File: config.mk
export PLATFORM = sky130hd
export DESIGN_NAME = power_debounced_alarm_arming_fsm_top
export DESIGN_NICKNAME = d
export VERILOG_FILES = /design/src/hdl/pdaa_pkg.sv /design/src/hdl/power_debounced_alarm_arming_fsm_top.sv
export SDC_FILE = /design/constraint.sdc
export NUM_CORES = 1
export LEC_CHECK = 0
export BUFFER_PORTS_ARGS = -buffer_cell sky130_fd_sc_hd__buf_2
export CAP_MARGIN = 20
export CORE_MARGIN = 8
export CORE_UTILIZATION = 65
export DETAILED_ROUTE_END_ITERATION = 16
export PLACE_DENSITY = 0.82
export SLEW_MARGIN = 20
export SYNTH_ARGS = -nofsm -noshare
export SYNTH_HDL_FRONTEND = slang
export SYNTH_SLANG_ARGS = --single-unit
File: constraint.sdc
create_clock -name clk_i -period 26.4 [get_ports clk_i]
set_input_delay 5.28 -clock clk_i [delete_from_list [all_inputs] [get_ports clk_i]]
set_output_delay 5.28 -clock clk_i [all_outputs]
set_load 0.005 [all_outputs]
File: src/hdl/pdaa_pkg.sv
// Types and codes for the power debounced alarm arming block
`timescale 1ns / 1ps

package pdaa_pkg;

  typedef enum logic [1:0] {
    CMD_START   = 2'd0,
    CMD_UPDATE  = 2'd1,
    CMD_SILENCE = 2'd2,
    CMD_REARM   = 2'd3
  } cmd_e;

  typedef enum logic [4:0] {
    ST_RIDING    = 5'b00001,
    ST_COOLDOWN  = 5'b00010,
    ST_IDLE      = 5'b00100,
    ST_ARMED     = 5'b01000,
    ST_TRIGGERED = 5'b10000
  } state_e;

  typedef enum logic [2:0] {
    EV_NONE      = 3'd0,
    EV_RIDE      = 3'd1,
    EV_LOST      = 3'd2,
    EV_SCREENOFF = 3'd3,
    EV_MOTION    = 3'd4,
    EV_CLEARED   = 3'd5
  } event_e;

  typedef logic [2:0] mode_t;

  localparam mode_t MODE_RIDING    = 3'd0;
  localparam mode_t MODE_COOLDOWN  = 3'd1;
  localparam mode_t MODE_IDLE      = 3'd2;
  localparam mode_t MODE_ARMED     = 3'd3;
  localparam mode_t MODE_TRIGGERED = 3'd4;

  localparam logic [1:0] CFG_RETURN_CONFIRM = 2'd0;
  localparam logic [1:0] CFG_LOSS_CONFIRM   = 2'd1;
  localparam logic [1:0] CFG_ARMING_DELAY   = 2'd2;

  localparam logic [31:0] RETURN_CONFIRM_RST = 32'd200;
  localparam logic [31:0] LOSS_CONFIRM_RST   = 32'd2000;
  localparam logic [31:0] ARMING_DELAY_RST   = 32'd30000;

  function automatic mode_t state_to_mode(state_e st);
    mode_t m;
    unique case (st)
      ST_RIDING:    m = MODE_RIDING;
      ST_COOLDOWN:  m = MODE_COOLDOWN;
      ST_IDLE:      m = MODE_IDLE;
      ST_ARMED:     m = MODE_ARMED;
      ST_TRIGGERED: m = MODE_TRIGGERED;
      default:      m = MODE_COOLDOWN;
    endcase
    return m;
  endfunction

endpackage

File: src/hdl/power_debounced_alarm_arming_fsm_top.sv
// Power debounced alarm arming state machine, top level
//
//   channel  | handshake                  | payload
//   ---------+----------------------------+--------------------------------------
//   in       | in_valid_i / in_stall_o    | cmd, ext_power, alarm_on, motion, now_ms
//   out      | out_valid_o / out_stall_i  | event_res, mode, power_ok, ms_to_screen_off
//   cfg      | cfg_valid_i / cfg_ready_o  | cfg_index, cfg_data
//
// One request per cycle unless the result stalls; a request passes the input register, then the result register.
// The debounce compare, the cooldown compare and the time-left subtract sit in one
// stage between the two registers, and the state updates as the result is captured.
// A stalled result holds while one more request waits in the input register.
// Reset loads the default confirm and delay times and the cooldown state.
`timescale 1ns / 1ps

module power_debounced_alarm_arming_fsm_top
  import pdaa_pkg::*;
(
  input  logic        clk_i,
  input  logic        rst_ni,
  input  logic        in_valid_i,
  output logic        in_stall_o,
  input  logic [1:0]  cmd_i,
  input  logic        ext_power_i,
  input  logic        alarm_on_i,
  input  logic        motion_i,
  input  logic [31:0] now_ms_i,
  output logic        out_valid_o,
  input  logic        out_stall_i,
  output logic [2:0]  event_res_o,
  output logic [2:0]  mode_o,
  output logic        power_ok_o,
  output logic [31:0] ms_to_screen_off_o,
  input  logic        cfg_valid_i,
  output logic        cfg_ready_o,
  input  logic [1:0]  cfg_index_i,
  input  logic [31:0] cfg_data_i
);

  logic [31:0] return_confirm_q, loss_confirm_q, arming_delay_q;

  logic        item_valid_q;
  cmd_e        cmd_q;
  logic        raw_q, alarm_q, mov_q;
  logic [31:0] now_q;

  logic        conf_q, conf_d;
  logic        pend_q, pend_d;
  logic [31:0] since_q, since_d;
  logic [31:0] loss_q, loss_d;
  state_e      st_q, st_d;

  logic        out_valid_q;
  event_e      ev_q, ev_d;
  mode_t       mode_q;
  logic        pwr_q;
  logic [31:0] left_q, left_d;

  logic        out_free, fire, in_take;
  logic [31:0] need, held, cool_gone, gone;

  assign cfg_ready_o = 1'b1;

  always_ff @(posedge clk_i or negedge rst_ni) begin
    if (!rst_ni) begin
      return_confirm_q <= RETURN_CONFIRM_RST;
      loss_confirm_q   <= LOSS_CONFIRM_RST;
      arming_delay_q   <= ARMING_DELAY_RST;
    end else if (cfg_valid_i) begin
      unique case (cfg_index_i)
        CFG_RETURN_CONFIRM: return_confirm_q <= cfg_data_i;
        CFG_LOSS_CONFIRM:   loss_confirm_q   <= cfg_data_i;
        CFG_ARMING_DELAY:   arming_delay_q   <= cfg_data_i;
        default: ;
      endcase
    end
  end

  assign out_free   = !out_valid_q || !out_stall_i;
  assign fire       = item_valid_q && out_free;
  assign in_stall_o = item_valid_q && !out_free;
  assign in_take    = in_valid_i && !in_stall_o;

  always_ff @(posedge clk_i or negedge rst_ni) begin
    if (!rst_ni) begin
      item_valid_q <= 1'b0;
    end else if (in_take) begin
      item_valid_q <= 1'b1;
    end else if (fire) begin
      item_valid_q <= 1'b0;
    end
  end

  always_ff @(posedge clk_i) begin
    if (in_take) begin
      cmd_q   <= cmd_e'(cmd_i);
      raw_q   <= ext_power_i;
      alarm_q <= alarm_on_i;
      mov_q   <= motion_i;
      now_q   <= now_ms_i;
    end
  end

  assign need      = pend_q ? return_confirm_q : loss_confirm_q;
  assign held      = now_q - since_q;
  assign cool_gone = now_q - loss_q;

  always_comb begin
    conf_d = conf_q;
    pend_d = pend_q;
    since_d = since_q;
    loss_d = loss_q;
    st_d = st_q;
    ev_d = EV_NONE;
    unique case (cmd_q)
      CMD_START: begin
        conf_d  = raw_q;
        pend_d  = raw_q;
        since_d = now_q;
        loss_d  = now_q;
        st_d    = raw_q ? ST_RIDING : ST_COOLDOWN;
      end
      CMD_UPDATE: begin
        if (raw_q != pend_q) begin
          pend_d  = raw_q;
          since_d = now_q;
        end else if (pend_q != conf_q && held >= need) begin
          conf_d = pend_q;
        end
        if (conf_d && !conf_q) begin
          st_d = ST_RIDING;
          ev_d = EV_RIDE;
        end else if (!conf_d && conf_q) begin
          st_d   = ST_COOLDOWN;
          loss_d = now_q;
          ev_d   = EV_LOST;
        end else begin
          unique case (st_q)
            ST_COOLDOWN: begin
              if (cool_gone >= arming_delay_q) begin
                st_d = alarm_q ? ST_ARMED : ST_IDLE;
                ev_d = EV_SCREENOFF;
              end
            end
            ST_IDLE: begin
              if (alarm_q) st_d = ST_ARMED;
            end
            ST_ARMED: begin
              if (!alarm_q) begin
                st_d = ST_IDLE;
              end else if (mov_q) begin
                st_d = ST_TRIGGERED;
                ev_d = EV_MOTION;
              end
            end
            ST_TRIGGERED: begin
              if (!alarm_q) begin
                st_d = ST_IDLE;
                ev_d = EV_CLEARED;
              end
            end
            default: ;
          endcase
        end
      end
      CMD_SILENCE: begin
        if (st_q == ST_TRIGGERED) begin
          st_d   = ST_IDLE;
          loss_d = now_q;
        end
      end
      CMD_REARM: begin
        if (st_q == ST_TRIGGERED) st_d = ST_ARMED;
      end
      default: ;
    endcase
  end

  assign gone = now_q - loss_d;

  always_comb begin
    if (st_d != ST_COOLDOWN || gone >= arming_delay_q) begin
      left_d = '0;
    end else begin
      left_d = arming_delay_q - gone;
    end
  end

  always_ff @(posedge clk_i or negedge rst_ni) begin
    if (!rst_ni) begin
      conf_q  <= 1'b0;
      pend_q  <= 1'b0;
      since_q <= '0;
      loss_q  <= '0;
      st_q    <= ST_COOLDOWN;
    end else if (fire) begin
      conf_q  <= conf_d;
      pend_q  <= pend_d;
      since_q <= since_d;
      loss_q  <= loss_d;
      st_q    <= st_d;
    end
  end

  always_ff @(posedge clk_i or negedge rst_ni) begin
    if (!rst_ni) begin
      out_valid_q <= 1'b0;
    end else if (out_free) begin
      out_valid_q <= item_valid_q;
    end
  end

  always_ff @(posedge clk_i) begin
    if (fire) begin
      ev_q   <= ev_d;
      mode_q <= state_to_mode(st_d);
      pwr_q  <= conf_d;
      left_q <= left_d;
    end
  end

  assign out_valid_o        = out_valid_q;
  assign event_res_o        = ev_q;
  assign mode_o             = mode_q;
  assign power_ok_o         = pwr_q;
  assign ms_to_screen_off_o = left_q;

endmodule

==> flow_metrics.py, run 1 <==
metrics = {
    "sta": {
        "fin_setup_tns_ns": 0,
        "fmax_mhz": 87.6,
        "min_period_ns": 11.42,
        "period_share": 0.432,
        "fin_skew_ns": 0.0224,
        "worst_pin_slew_ns": 1.07,
        "finalSetupViolCount": 0,
        "relSlewSlack": 0.283,
        "slew_viol_final": 0,
        "hold_viol": 0,
        "fin_ws_ns": 14.99,
        "rsz0062_at_grt": "false",
    },
    "worst_hold_path": {
        "hold_class": "register to register",
        "worstHoldPathCells": 1,
        "holdCritStartpoint": "loss_confirm_q[11]$_DFFE_PN0P_",
    },
    "floorplanning": {
        "die_w_um": 180,
        "num_io_pins": 118,
        "rows": 60,
        "start_util": 0.656,
        "dieArea_um2": 32400,
        "core_area_um2": 26700,
        "die_y_um": 180,
    },
    "synthesis": {
        "async_flop_share": 0.690,
        "synth.distinct_cells": 80,
        "syn_area_um2": 17500,
        "synth_ff_type": "dfrtp_1",
        "synth_edf_count": 76,
        "syn_inst": 1790,
        "synth.avg_cell_area_um2": 9.76,
        "synth-seq-cells": 245,
        "ys_warn_count": 0,
        "synth.net_count": 2059,
        "seq_area_frac_synth": 0.374,
    },
    "pwr": {
        "pwr-share-seq": 0.249,
        "switching_share": 0.432,
        "ir_worst_vdd_mv": 0.0656,
        "p_per_area_nw_per_um2": 114,
        "total_power_uw": 2210,
        "combPwrFrac": 0.571,
        "p_leak_uw": 0.00878,
        "intPower_uw": 1250,
        "power.switching_uw": 955,
        "clockPowerShare": 0.180,
    },
    "critical_path": {
        "cp_common_cell": "a21o_1",
        "rr_endpoint": "ms_to_screen_off_o[3]$_SDFFCE_PP0P_",
        "reg2reg_slack_ns": 14.99,
        "endpoint_kind": "register",
        "arrival_ns": 11.79,
        "slowest_stage": "nand4_2",
        "cp_data_required_time_ns": 26.77,
        "cp-startpoint": "now_q[0]$_DFFE_PP_",
        "start_kind": "register",
        "r2r_start": "now_q[0]$_DFFE_PP_",
        "cp-endpoint": "ms_to_screen_off_o[3]$_SDFFCE_PP0P_",
        "crit_path_max_fanout": 32,
        "max_stage_delay_ns": 0.65,
        "r2r_cells": 41,
        "critPathKind": "register to register",
    },
    "global_route": {
        "grt_pass1_wl_mm": 71.4,
        "grt_pass1_vias": 13797,
        "grt_max_degree": 65,
        "gr-total-overflow": 0,
        "antenna_found_initial": 0,
        "grt_usage": 0.269,
    },
    "placed_design": {
        "dp_slack_ns": 15.16,
        "dpl.cell_count": 2209,
        "io_buffer_count": 116,
        "place_congestion": 0.954,
        "dpl_cell_area_um2": 18400,
        "dp_hpwl_mm": 33.6,
    },
    "clocking": {
        "ctsHtreeMaxLevel": 1,
        "clk_pin_slew_ns": 0.06,
        "cts_buffers": 27,
        "clock_sinks": 245,
        "clk_latency_ns": 0.57,
        "cts.repair.resized": 0,
        "cts_setup_buffers": 0,
        "cts_tree": "yes",
        "cts.root.buffer_cell": "clkbuf_16",
        "max-clock-path-buffers": 3,
        "cts_hold_buf": 0,
    },
    "cells_and_area": {
        "stdcell_area_um2": 19300,
        "final_cell_mix": "ha_1, dfrtp_1, o21ai_0",
        "drive_gt1_frac": 0.164,
        "fin_nets": 2166,
        "layoutNonFillerInstCount": 2259,
        "final_common_cell": "ha_1",
        "area_growth_syn_to_layout_pct": 10.5,
        "antenna_cells": 0,
    },
    "routing": {
        "vias": 14074,
        "avgRoutedWirePerCell_um": 19.7,
        "drtIter0Drc": 1136,
        "wl_mm": 44.6,
        "drc_errors": 0,
        "dr.pass1.iters": 5,
        "antenna_left": 0,
        "drt-vias-per-instance": 6.23,
    },
    "job": {
        "drv_cap": 0,
    },
    "run_status": {
        "status": "complete, no violations",
    },
}
## through the flow
step,hold WS (ns),utilization
2_1_floorplan,0.456,-
3_3_place_gp,0.484,0.689
3_5_place_dp,0.492,0.689
4_1_cts,0.504,0.724
5_1_grt,0.513,0.724
6_report,0.503,0.724
## kinds of logic after synthesis
logic type	Yosys count	share of synthesized area
mux	165	0.102
xor+xnor	114	0.0572
compound gates	476	0.172
other cells	1	0.000215
fa+ha+maj	193	0.140
simple gates	420	0.115
buf+inv	176	0.0400
flops	245	0.374
## final cells by class
type                            instances  area [µm²]
Fill cell                            1945        7340
Tap cell                              341         427
Sequential cell                       245        6530
Inverter                              128         480
Timing Repair Buffer                  126         662
Clock buffer                           32         714
Clock inverter                         18         223
Multi-Input combinational cell       1369       10300
## cells in the mapped netlist, types with 7 or more instances
| master | number | area (µm²) |
|---|---|---|
| nor3b_1 | 8 | 60.1 |
| xor2_1 | 42 | 368 |
| nor4_1 | 8 | 50.1 |
| mux2i_1 | 63 | 631 |
| dfrtp_1 | 152 | 3800 |
| nor3_1 | 25 | 125 |
| xnor2_1 | 72 | 631 |
| dfstp_2 | 17 | 447 |
| nor2b_1 | 13 | 81.3 |
| nand2_1 | 138 | 518 |
| nand3_1 | 39 | 195 |
| o2111ai_1 | 7 | 61.3 |
| mux2_2 | 102 | 1150 |
| o21ai_1 | 7 | 35.0 |
| o21bai_1 | 16 | 120 |
| clkbuf_1 | 38 | 143 |
| nor2_1 | 98 | 368 |
| o211ai_1 | 13 | 97.6 |
| nand4_1 | 14 | 87.6 |
| a211oi_1 | 16 | 120 |
| a21oi_1 | 125 | 626 |
| o21ai_0 | 144 | 721 |
| edfxtp_1 | 76 | 2280 |
| inv_1 | 128 | 480 |
| a31oi_1 | 15 | 93.8 |
| ha_1 | 189 | 2360 |
| and2_1 | 10 | 62.6 |
| and3_1 | 8 | 50.1 |
| nand2b_1 | 28 | 175 |
| a21o_1 | 53 | 398 |
| or3_1 | 7 | 43.8 |
| o21a_1 | 19 | 143 |
## how the worst min path moves through the flow
stage	to	slack [ns]
6_report	loss_confirm_q[11]$_DFFE_PN0P_	0.50
3_5_place_dp	loss_confirm_q[18]$_DFFE_PN0P_	0.49
4_1_cts	loss_confirm_q[18]$_DFFE_PN0P_	0.50
2_1_floorplan	out_valid_o$_DFFE_PN0P_	0.46
5_1_grt	loss_confirm_q[23]$_DFFE_PN0P_	0.51
3_3_place_gp	loss_q[26]$_DFFE_PN0P_	0.48
## flip-flops by register name (all words and copies together) (netlist names)
| name | flops |
|---|---|
| arming_delay_q | 32 |
| now_q | 32 |
| st_q | 5 |
| mode_o | 3 |
| ms_to_screen_off_o | 32 |
| loss_confirm_q | 32 |
| raw_q | 1 |
| return_confirm_q | 32 |
| mov_q | 1 |
| power_ok_o | 1 |
| since_q | 32 |
| cmd_q | 2 |
| conf_q | 1 |
| item_valid_q | 1 |
| event_res_o | 3 |
| alarm_q | 1 |
| out_valid_o | 1 |
| pend_q | 1 |
| loss_q | 32 |
## power groups by stage
stage | Clock [µW] | Combinational [µW] | Sequential (µW)
2_1_floorplan | 0 | 955 | 526
3_3_place_gp | 0 | 1190 | 552
3_5_place_dp | 0 | 1230 | 555
4_1_cts | 402 | 1240 | 549
5_1_grt | 415 | 1400 | 559
6_report | 397 | 1260 | 550
## worst max-delay path, delay by kind of cell (launching register included)
kind            cells  cell delay [ns]
flops               1             0.36
simple gates        7             2.36
mux                 1             0.29
compound gates     23             5.80
xor+xnor            2             0.28
buf+inv             3             0.70
fa+ha+maj           5             1.43
## routing by layer
layer	up-vias	track usage	part of all wire
met5	-	0	0
met4	0	0.0830	0.029
met3	76	0.0524	0.072
met2	472	0.437	0.45
met1	6798	0.361	0.45
li1	6728	-	-
Note: power is estimated with default switching activity, not from simulation.
==> run 2: changes to the inputs <==
- CORE_UTILIZATION: 65 -> 62
- PLACE_DENSITY: 0.82 -> 0.78
- clock period: 26.4 -> 10.6 ns (I/O delays scaled with it)
==> flow_metrics.py, run 2 (synthesis results as in run 1) <==
metrics = {
    "clocking": {
        "clk_latency_ns": 0.55,
        "cts_hold_buf": 0,
        "cts_buffers": 27,
        "max-clock-path-buffers": 3,
        "clock_sinks": 245,
        "cts.root.buffer_cell": "clkbuf_16",
        "clk_pin_slew_ns": 0.06,
        "ctsHtreeMaxLevel": 1,
        "cts_tree": "yes",
    },
    "cells_and_area": {
        "area_growth_syn_to_layout_pct": 11.8,
        "fill_cells": 2190,
        "drive_gt1_frac": 0.171,
        "regArea_um2": 6530,
        "final_cell_mix": "ha_1, dfrtp_1, o21ai_0",
        "fin_nets": 2177,
        "stdcell_area_um2": 19500,
        "multi_input_area_um2": 10300,
        "antenna_cells": 0,
        "final_common_cell": "ha_1",
    },
    "critical_path": {
        "cp_common_cell": "a21o_1",
        "r2r_start": "now_q[6]$_DFFE_PP_",
        "r2r_cells": 42,
        "start_kind": "register",
        "reg2reg_slack_ns": 0.69,
        "arrival_ns": 10.21,
        "endpoint_kind": "register",
        "crit_path_max_fanout": 7,
        "rr_endpoint": "ms_to_screen_off_o[30]$_SDFFCE_PP0P_",
        "cp-startpoint": "now_q[6]$_DFFE_PP_",
        "cp_data_required_time_ns": 10.90,
        "slowest_stage": "edfxtp_1",
        "max_stage_delay_ns": 0.51,
        "critPathKind": "register to register",
    },
    "floorplanning": {
        "num_io_pins": 118,
        "start_util": 0.629,
        "rows": 61,
        "dieArea_um2": 33800,
        "die_w_um": 184,
        "core_area_um2": 27800,
        "die_y_um": 184,
    },
    "worst_hold_path": {
        "min_to": "loss_confirm_q[23]$_DFFE_PN0P_",
        "hold_class": "register to register",
        "worstHoldPathCells": 1,
        "holdCritStartpoint": "loss_confirm_q[23]$_DFFE_PN0P_",
    },
    "global_route": {
        "antenna_found_initial": 0,
        "grt_pass1_wl_mm": 70.2,
        "grt_pass1_vias": 13749,
        "grt_usage": 0.255,
        "gr-total-overflow": 0,
        "grt_max_degree": 100,
    },
    "pwr": {
        "pwr-share-seq": 0.246,
        "combPwrFrac": 0.572,
        "power.switching_uw": 2360,
        "total_power_uw": 5560,
        "intPower_uw": 3200,
        "p_per_area_nw_per_um2": 285,
        "p_leak_uw": 0.00884,
        "ir_worst_vdd_mv": 0.159,
        "clockPowerShare": 0.182,
        "switching_share": 0.425,
    },
    "placed_design": {
        "io_buffer_count": 116,
        "place_congestion": 0.904,
        "dp_hpwl_mm": 32.7,
        "dpl_cell_area_um2": 18500,
    },
    "run_status": {
        "status": "complete, no violations",
    },
    "job": {
        "drv_cap": 0,
    },
    "sta": {
        "rsz0062_at_grt": "false",
        "relSlewSlack": 0.365,
        "fmax_mhz": 101,
        "hold_viol": 0,
        "fin_setup_tns_ns": 0,
        "slew_viol_final": 0,
        "finalSetupViolCount": 0,
        "period_share": 0.935,
        "min_period_ns": 9.91,
        "holdWs_ns": 0.502,
        "worst_pin_slew_ns": 0.953,
        "fin_skew_ns": 0.0111,
    },
    "routing": {
        "wl_mm": 43.9,
        "drtIter0Drc": 1155,
        "vias": 14000,
        "drt-vias-per-instance": 6.07,
        "drc_errors": 0,
        "avgRoutedWirePerCell_um": 19.0,
        "dr.pass1.iters": 6,
        "antenna_left": 0,
    },
}
[run 2: cell count changes in the layout (fill, tap and decap cells not counted), sizes merged]
cell | before | now
clkinv | 9 | 6
buf | 126 | 137
bufinv | 4 | 6
clkinvlp | 2 | 0
inv | 131 | 130
clkbuf | 32 | 36
[run 2: timing repair]
item                                    4_1_cts  5_1_grt
endpoints found under the setup margin        0       32
buffers inserted                              0        8
resized for setup                             0       17
[run 2: cell type report]
cell class,count,area share
timing repair buffer,137,0.0388
sequential,245,0.335
clock inverter,14,0.0115
clock buffer,36,0.0368
multi-input combinational,1369,0.530
tap,378,0.0242
inverter,128,0.0246
[run 2: power groups by stage]
stage               sequential (µW)  combinational (µW)  clock (µW)
finish                         1370                3180        1010
global route                   1390                3550        1060
CTS                            1370                3080        1030
detailed placement             1380                3050           0
global placement               1370                2970           0
floorplan                      1310                2380           0
[run 2: through the flow]
step | util | instances | worst slack (ns)
4_1_cts | 0.698 | 2299 | 0.00504
3_5_place_dp | 0.664 | 2249 | 0.107
6_report | 0.703 | 2307 | 0.686
3_3_place_gp | 0.664 | 2249 | 0.497
5_1_grt | 0.703 | 2307 | 0.0207
2_1_floorplan | - | 1790 | 1.73
[run 2: worst max-delay path by stage]
| stage | end | slack (ns) | depth (start not counted) |
|---|---|---|---|
| floorplan | ms_to_screen_off_o[30]$_SDFFCE_PP0P_ | 1.73 | 43 |
| global placement | ms_to_screen_off_o[3]$_SDFFCE_PP0P_ | 0.50 | 46 |
| detailed placement | ms_to_screen_off_o[12]$_SDFFCE_PP0P_ | 0.11 | 46 |
| CTS | ms_to_screen_off_o[12]$_SDFFCE_PP0P_ | 0.005 | 46 |
| global route | ms_to_screen_off_o[30]$_SDFFCE_PP0P_ | 0.02 | 42 |
| finish | ms_to_screen_off_o[30]$_SDFFCE_PP0P_ | 0.69 | 42 |
[run 2: critical path, delay by kind of cell, from the launching register on]
family | cells | cell delay (ns)
mux | 1 | 0.22
fa+ha+maj | 4 | 1.34
xor+xnor | 3 | 0.49
simple gates | 6 | 0.92
compound gates | 27 | 5.95
flops | 1 | 0.51
buf+inv | 1 | 0.20
[run 2: per-layer routing]
layer	vias to the layer above	GRT usage	routed length [µm]	share of wire
met5	-	0	0	0
met4	0	0.0723	1240	0.028
met1	6714	0.345	19600	0.45
met2	454	0.417	20000	0.46
met3	80	0.0447	3030	0.069
li1	6752	-	-	-
==> run 3: changes to the inputs <==
- ABC_AREA: not set -> 1
- CORE_UTILIZATION: 62 -> 63
- PLACE_DENSITY: 0.78 -> 0.79
==> flow_metrics.py, run 3 <==
metrics = {
    "global_route": {
        "grt_pass1_wl_mm": 84.0,
        "grt_usage": 0.288,
        "grt_max_degree": 96,
        "gr-total-overflow": 0,
        "antenna_found_initial": 0,
        "grt_pass1_vias": 16599,
    },
    "synthesis": {
        "synth_top_area_share": 0.203,
        "synth_common_cells": "nand2_1, inv_1, o21ai_0",
        "synth_ff_type": "dfrtp_1",
        "ys_warn_count": 0,
        "synthMuxAreaShare": 0.0166,
        "synth-seq-cells": 245,
        "synth_top_cell_by_area": "dfrtp_1",
        "synth.avg_cell_area_um2": 7.84,
        "synth_compound_area_frac": 0.202,
        "synth.distinct_cells": 53,
        "syn_inst": 2385,
        "synth_top_family_by_area": "compound AO/OA/AOI/OAI gates",
        "synth-xor-area-share": 0.0520,
        "synth_fa_ha_area_frac": 0.131,
        "synth_most_common_cell": "nand2_1",
        "async_flop_share": 0.690,
        "synth_simple_gate_area_share": 0.170,
        "seq_area_frac_synth": 0.349,
        "synth_area_leaders": "dfrtp_1, ha_1, edfxtp_1",
        "syn_area_um2": 18700,
        "synth_edf_count": 76,
        "synth.net_count": 2654,
    },
    "floorplanning": {
        "core_area_um2": 29500,
        "rows": 63,
        "num_io_pins": 118,
        "die_y_um": 188,
        "die_w_um": 188,
        "dieArea_um2": 35500,
        "start_util": 0.635,
    },
    "clocking": {
        "clk_latency_ns": 0.55,
        "clock_sinks": 245,
        "cts_tree": "yes",
        "cts_buffers": 27,
        "cts.root.buffer_cell": "clkbuf_16",
        "max-clock-path-buffers": 3,
        "clk_pin_slew_ns": 0.07,
        "ctsHtreeMaxLevel": 1,
        "cts_setup_buffers": 0,
    },
    "placed_design": {
        "place_congestion": 0.941,
        "dp_hpwl_mm": 40.3,
        "dp_slack_ns": 1.19,
        "io_buffer_count": 116,
        "dpl_cell_area_um2": 19600,
    },
    "routing": {
        "wl_mm": 52.2,
        "antenna_left": 0,
        "drt-vias-per-instance": 5.88,
        "drtIter0Drc": 1464,
        "dr.pass1.iters": 6,
        "vias": 16975,
        "avgRoutedWirePerCell_um": 18.1,
        "drc_errors": 0,
    },
    "pwr": {
        "ir_worst_vdd_mv": 0.170,
        "combPwrFrac": 0.611,
        "power.switching_uw": 2920,
        "switching_share": 0.478,
        "clockPowerShare": 0.160,
        "pwr-share-seq": 0.228,
        "p_per_area_nw_per_um2": 297,
        "intPower_uw": 3180,
        "p_leak_uw": 0.00995,
    },
    "critical_path": {
        "start_kind": "register",
        "cp_common_cell": "nand2_1",
        "cp_data_required_time_ns": 10.99,
        "crit_path_max_fanout": 36,
        "critPathKind": "register to register",
        "arrival_ns": 9.63,
        "endpoint_kind": "register",
        "slowest_stage": "edfxtp_1",
        "max_stage_delay_ns": 0.54,
    },
    "worst_hold_path": {
        "hold_class": "register to register",
    },
    "cells_and_area": {
        "antenna_cells": 0,
        "final_common_cell": "nand2_1",
        "regArea_um2": 6530,
        "fill_cells": 2440,
        "fin_nets": 2746,
        "area_growth_syn_to_layout_pct": 9.84,
        "stdcell_area_um2": 20500,
        "multi_input_area_um2": 10700,
        "final_cell_mix": "nand2_1, inv_1, o21ai_0",
        "drive_gt1_frac": 0.117,
    },
    "sta": {
        "hold_viol": 0,
        "rsz0062_at_grt": "false",
        "period_share": 0.872,
        "finalSetupViolCount": 0,
        "fmax_mhz": 108,
        "fin_skew_ns": 0.0148,
        "fin_setup_tns_ns": 0,
        "worst_pin_slew_ns": 0.973,
        "fin_ws_ns": 1.35,
        "slew_viol_final": 0,
        "relSlewSlack": 0.352,
        "min_period_ns": 9.25,
    },
    "run_status": {
        "status": "complete, no violations",
    },
    "job": {
        "drv_cap": 0,
    },
}
-- run 3: cell types whose count changed in the layout (fill, tap and decap cells not counted), sizes merged, moves of 27 or more --
cell / change
a21o: -42
a21oi: +130
inv: +193
mux2: -102
mux2i: -32
nand2: +369
nand2b: -28
nor2: +31
o211ai: +41
o21ai: +118
xnor2: -30
xor2: +27
-- run 3: cell families (layout without fill, tap and decap cells) --
logic type | Yosys count | in the layout
adders and majority gates | 193 | 193
other | 1 | 1
DFF | 245 | 245
muxes | 31 | 31
xor gates and xnor gates | 111 | 111
buffers and inverters | 386 | 498
and+or+nand+nor | 755 | 755
AOI/OAI and AO/OA | 663 | 663
-- run 3: worst paths after layout --
path | slack [ns] | from | depth (start not counted) | end
worst max-delay path | 1.35 | now_q[16]$_DFFE_PP_ | 48 | ms_to_screen_off_o[13]$_SDFFCE_PP0P_
worst min-delay path | 0.48 | return_confirm_q[28]$_DFFE_PN0P_ | 2 | return_confirm_q[28]$_DFFE_PN0P_
worst max register to register | 1.35 | now_q[16]$_DFFE_PP_ | 48 | ms_to_screen_off_o[13]$_SDFFCE_PP0P_
worst min register to register | 0.48 | return_confirm_q[28]$_DFFE_PN0P_ | 2 | return_confirm_q[28]$_DFFE_PN0P_
max in group asynchronous | 7.49 | rst_ni | 2 | arming_delay_q[30]$_DFFE_PN0P_
min in group asynchronous | 1.64 | rst_ni | 1 | return_confirm_q[0]$_DFFE_PN0P_
-- run 3: layout make-up --
type                            count  share of cell area
Timing Repair Buffer              129              0.0339
Clock inverter                     15             0.00816
Tap cell                          390              0.0237
Multi-Input combinational cell   1754               0.522
Sequential cell                   245               0.318
Clock buffer                       34              0.0362
Inverter                          320              0.0585
-- run 3: power groups by stage --
stage / combinational (µW) / sequential, µW / clock [µW]
2_1_floorplan: 2870 / 1330 / 0
3_3_place_gp: 3570 / 1390 / 0
3_5_place_dp: 3660 / 1400 / 0
4_1_cts: 3690 / 1390 / 987
5_1_grt: 4220 / 1410 / 1020
6_report: 3720 / 1390 / 977
-- run 3: per-layer routing --
| metal | GRT usage | vias up | routed length [µm] | share of wire |
|---|---|---|---|---|
| met5 | 0 | - | 0 | 0 |
| met4 | 0.0926 | 0 | 1600 | 0.031 |
| met3 | 0.0523 | 100 | 4570 | 0.087 |
| met2 | 0.448 | 643 | 22800 | 0.44 |
| met1 | 0.403 | 7981 | 23300 | 0.45 |
| li1 | - | 8251 | - | - |
-- run 3: timing repair --
item                                    in CTS  in global routing
resized for setup                            0                  1
hold buffers                                 0                  0
endpoints found under the setup margin       0                 13
-- run 3: per-stage QoR --
stage / power, µW / util / hold WS [ns] / cells
6_report: 6090 / 0.697 / 0.482 / 2887
4_1_cts: 6070 / 0.697 / 0.487 / 2887
5_1_grt: 6660 / 0.697 / 0.498 / 2887
3_3_place_gp: 4960 / 0.665 / 0.465 / 2837
2_1_floorplan: 4200 / - / 0.452 / 2385
3_5_place_dp: 5060 / 0.666 / 0.472 / 2838
-- run 3: critical path, delay by kind of cell (launching register included) --
family	cells	cell delay (ns)
and+or+nand+nor	26	4.04
AOI/OAI and AO/OA	13	2.30
adders and majority gates	4	1.37
buffers and inverters	4	0.67
DFF	1	0.54
xor gates and xnor gates	1	0.14
